===== config.mk =====
export PLATFORM = sky130hd
export DESIGN_NAME = ttw_queue
export DESIGN_NICKNAME = d
export VERILOG_FILES = /design/src/rtl/core/ttw_pkg.sv /design/src/rtl/core/ttw_queue.sv
export SDC_FILE = /design/constraint.sdc
export NUM_CORES = 1
export LEC_CHECK = 0
export ABC_AREA = 0
export BUFFER_PORTS_ARGS = -buffer_cell sky130_fd_sc_hd__buf_2
export CORE_AREA = 4 4 62 64
export DETAILED_ROUTE_END_ITERATION = 8
export DIE_AREA = 0 0 66 68
export PLACE_DENSITY = 0.8
export RECOVER_POWER = 100
export SLEW_MARGIN = 10
export SYNTH_ARGS = -nofsm -noshare
export SYNTH_HDL_FRONTEND = slang
export SYNTH_SLANG_ARGS = --single-unit

===== constraint.sdc =====
create_clock -name i_clk -period 5.3 [get_ports i_clk]
set_input_delay 1.59 -clock i_clk [delete_from_list [all_inputs] [get_ports i_clk]]
set_output_delay 1.59 -clock i_clk [all_outputs]
set_load 0.03 [all_outputs]

===== src/rtl/core/ttw_pkg.sv =====
// Shared types and constants for the text terminal writer.
// Used by the front decoder, the command queue, the back end and the top level.
package ttw_pkg;

    // Character codes with special meaning.
    localparam logic [7:0] NEWLINE_BYTE = 8'd10;
    localparam logic [7:0] SPACE_BYTE   = 8'd32;

    // Reset values for the screen and the color register.
    localparam logic [15:0] CELL_RESET  = 16'h0720;
    localparam logic [7:0]  COLOR_RESET = 8'h07;

    // Command queue geometry.
    localparam int QUEUE_DEPTH = 2;
    localparam int QUEUE_PTR_W = 1;
    localparam int QUEUE_CNT_W = 2;

    // Field widths and stream widths.
    localparam int INDEX_W     = 11;
    localparam int S_TDATA_W   = 24;
    localparam int M_TDATA_W   = 32;
    localparam int OUT_ROW_W   = 5;
    localparam int OUT_COL_W   = 7;

    // Classified command kinds.
    typedef enum logic [1:0] {
        KIND_PUT     = 2'd0,
        KIND_NEWLINE = 2'd1,
        KIND_READ    = 2'd2
    } t_kind;

    // One classified command as it travels through the queue.
    typedef struct packed {
        t_kind                kind;
        logic [7:0]           character;
        logic [INDEX_W-1:0]   cell_index;
    } t_cmd;

endpackage


===== src/rtl/core/ttw_queue.sv =====
// Short command queue between the front and back ends of the text terminal writer.
// Depends on ttw_pkg for the command type and queue geometry.
module ttw_queue (
    input  logic          i_clk,
    input  logic          i_rst_n,
    input  logic          i_push,
    input  ttw_pkg::t_cmd i_cmd,
    input  logic          i_pop,
    output logic          o_full,
    output logic          o_valid,
    output ttw_pkg::t_cmd o_cmd
);

    ttw_pkg::t_cmd                      r_slot [ttw_pkg::QUEUE_DEPTH];
    logic [ttw_pkg::QUEUE_PTR_W-1:0]    r_wr_ptr;
    logic [ttw_pkg::QUEUE_PTR_W-1:0]    r_rd_ptr;
    logic [ttw_pkg::QUEUE_CNT_W-1:0]    r_count;

    assign o_full  = (r_count == ttw_pkg::QUEUE_CNT_W'(ttw_pkg::QUEUE_DEPTH));
    assign o_valid = (r_count != '0);
    assign o_cmd   = r_slot[r_rd_ptr];

    // Pointer and occupancy bookkeeping.
    always_ff @(posedge i_clk) begin
        if (!i_rst_n) begin
            r_wr_ptr <= '0;
            r_rd_ptr <= '0;
            r_count  <= '0;
        end else begin
            if (i_push) begin
                r_wr_ptr <= r_wr_ptr + 1'b1;
            end
            if (i_pop) begin
                r_rd_ptr <= r_rd_ptr + 1'b1;
            end
            if (i_push && !i_pop) begin
                r_count <= r_count + 1'b1;
            end else if (i_pop && !i_push) begin
                r_count <= r_count - 1'b1;
            end
        end
    end

    // Command storage.
    always_ff @(posedge i_clk) begin
        if (i_push) begin
            r_slot[r_wr_ptr] <= i_cmd;
        end
    end

endmodule


==> results.md <==
- Die width: 66 µm
- Vias per cell: 4.83
- Fmax: 284 MHz
- Yosys reg bits: 47
- Crit. End Element: primary output
- Worst min path class: reg2reg
- Unique masters post-synth: 16
- First-pass GRT wire length: 4.44 mm
- Mux share of post-synthesis cell area: roughly 14%
- CTS Buffer Depth: 2
- Starting Density: a little over half
- RSZ-0062 raised after global routing: false
- Post-route ant nets: 0
- Compound-Gate Fraction of Synth Area: under 10%
- Final setup fails: 0
- Port bufs: 47
- Peak supply drop: between 0.0002 and 0.00025 V
- Final Max Tran Viols: 23
- Tmin final: about 3.5 ns
- # nets final: between 150 and 200
- Max Cap Viol: 1
- Starting DRT DRC Count: 37
- Pin count of the biggest net entering global routing: 23
- Root Buffer: clkbuf_4
- Worst slew pin tran: between 1.5 and 2 ns
- Worst Path Class, Setup: reg2out
- Max FO, Critical Path: 21
- Synth Flop Type: edfxtp_1
- Vias in the first global route: ~960
- Synthesis Warnings: 0
- Adder-cell share of the synthesized area: 0.724%
- WL/cell: ~15 µm
- DRC: 0
- Post-synth EDFFs: 42
- Worst-Skew Late Latency: about 0.35 ns
- Outcome: finished, violations left
- Average size of a mapped cell: a little under 20 µm²
- Simple-gate share of the synthesized area: 3.40%
- Mapped Area: 0.00173 mm²
- Multi-input logic area: 354 µm²
- Initial antenna violation count: 0
- TNS Setup: 0 ns
- GRT overflow: 0
- Layout Cells excl Fill: 186
- Critical Path RT: between 3 and 4 ns
- Largest family of logic cells by synthesized area: multiplexers
- Final Util: slightly above 60%
- Row Count: 21
- Synth Area in XOR/XNOR: 1.52%
- Register area: 0.00136 mm²
- Synth-to-layout area growth: 16.6%
- Via count: 898
- Boundary Pins: 48
- Failing checks: capacitance limit, slew limit
- Resize count post-CTS: 0
- Post-CTS Repair Setup Buffers: 0
- Clk slew on worst S/H paths: approximately 0.11 ns
- Pwr dens: 346 mW/mm²
- Net Count, Synth: approximately 110
- All-Layer GR Usage: ~14%
- Hold-fix buffers, CTS: 0
- Final GP Congestion: about 0.65
- Leak Pwr: between 0.6 and 0.7 nW
- Die span in y: 68 µm
- Die ar.: 0.00449 mm²
- Clock sinks: 47
- CTS tree: yes
- Final WL: around 2.8 mm
- Worst R2R Setup Slack: roughly 3.1 ns
- Slew headroom: -26.4%
- Placed Cells incl. Taps: 178
- H-tree Lvls: 2
- Async set-reset flop share out of synthesis: 0%
- Sequential-to-total area share from yosys stat: about four fifths
- Period utilization: 66.3%
- Final hold violation count: 0
- Fill cell count: ~270
- Critical Path Source Type: flop
- Worst EP arrival: 1.93 ns
- Gate count of the mapped netlist: between 80 and 90
- First drt pass iteration count: 4
- Post-DP HPWL: 1.98 mm
- Core Box Area: roughly 0.0033 mm²
- CTS Buf Count: 5
- Antenna Cells: 0
- Fraction of layout cells with a size suffix above 1: between 20% and 30%
- Skew final: between 0.005 and 0.006 ns
-- worst max-delay path, stage by stage (launching register included) --
cell      delay [ns]
dfxtp_1         0.94
mux2_2          0.43
clkbuf_1        0.22
-- layout by cell type, fill, tap and decap left out --
cell / n
dfxtp_1: 5
xnor2_1: 1
edfxtp_1: 42
a21boi_0: 1
o21a_1: 1
o21ai_0: 1
ha_1: 1
and2_1: 1
or2_2: 1
mux2_2: 21
clkbuf_1: 39
nor2b_1: 2
xor2_1: 2
buf_2: 11
inv_1: 1
or3_1: 1
clkbuf_4: 5
and2_0: 3
and2b_2: 1
-- worst paths after layout --
path	startpoint	to	depth (start not counted)
worst min-delay path	r_count[1]$_SDFFE_PN0P_	r_count[1]$_SDFFE_PN0P_	2
worst max-delay path	flop	o_cmd[10]	2
worst min register to register	r_count[1]$_SDFFE_PN0P_	r_count[1]$_SDFFE_PN0P_	2
worst max register to register	r_wr_ptr$_SDFFE_PN0P_	r_slot[0][0]$_DFFE_PP_	1
-- sequential cells by signal (all words and copies together), names as in the netlist, named ones only --
| signal | cells |
|---|---|
| r_slot | 42 |
| r_count | 2 |
| r_rd_ptr | 1 |
| r_wr_ptr | 1 |
-- final cells by class --
type | instances | area share [%]
Inverter | 1 | 0.186
Tap cell | 46 | 2.86
Clock buffer | 8 | 2.42
Multi-Input combinational cell | 37 | 17.6
Sequential cell | 47 | 67.5
Timing Repair Buffer | 47 | 9.44
-- Yosys cell counts (2+ instances only) --
library cell  count  area [µm²]
dfxtp_1           5         100
xor2_1            2        17.5
buf_2             2        10.0
mux2_2           21         236
nor2b_1           2        12.5
edfxtp_1         42        1260
and2_1            4        25.0
-- report_power, final --
group	leakage (nW)	switching, W	internal, W
sequential	0.436	0.0000127	0.000427
combinational	0.221	0.0000679	0.0000368
clock	0.0265	0.0000995	0.0000530
-- per-layer routing --
layer,vias up,wire [µm],track usage (%)
met1,432,1070,14.9
met4,0,46,5.33
met5,-,0,0
met3,6,188,5.25
li1,433,-,-
met2,27,1520,25.3
-- kinds of logic after synthesis --
family,Yosys count
compound gates,3
xor+xnor,3
fa+ha+maj,1
buf+inv,3
flops,47
mux,21
simple gates,9
-- through the flow --
| stage | cell area (µm²) | power (W) | hold WS [ns] | worst slack (ns) |
|---|---|---|---|---|
| after detailed placement | 2010 | 0.000561 | 0.524 | 2.17 |
| after CTS | 2060 | 0.000709 | 0.540 | 1.76 |
| after global placement | 2010 | 0.000555 | 0.468 | 2.17 |
| final | 2020 | 0.000696 | 0.554 | 1.78 |
| after floorplan | 1730 | 0.000523 | 0.461 | 2.30 |
| after global routing | 2020 | 0.000732 | 0.605 | 1.61 |
(Power assumes the default switching activity.)
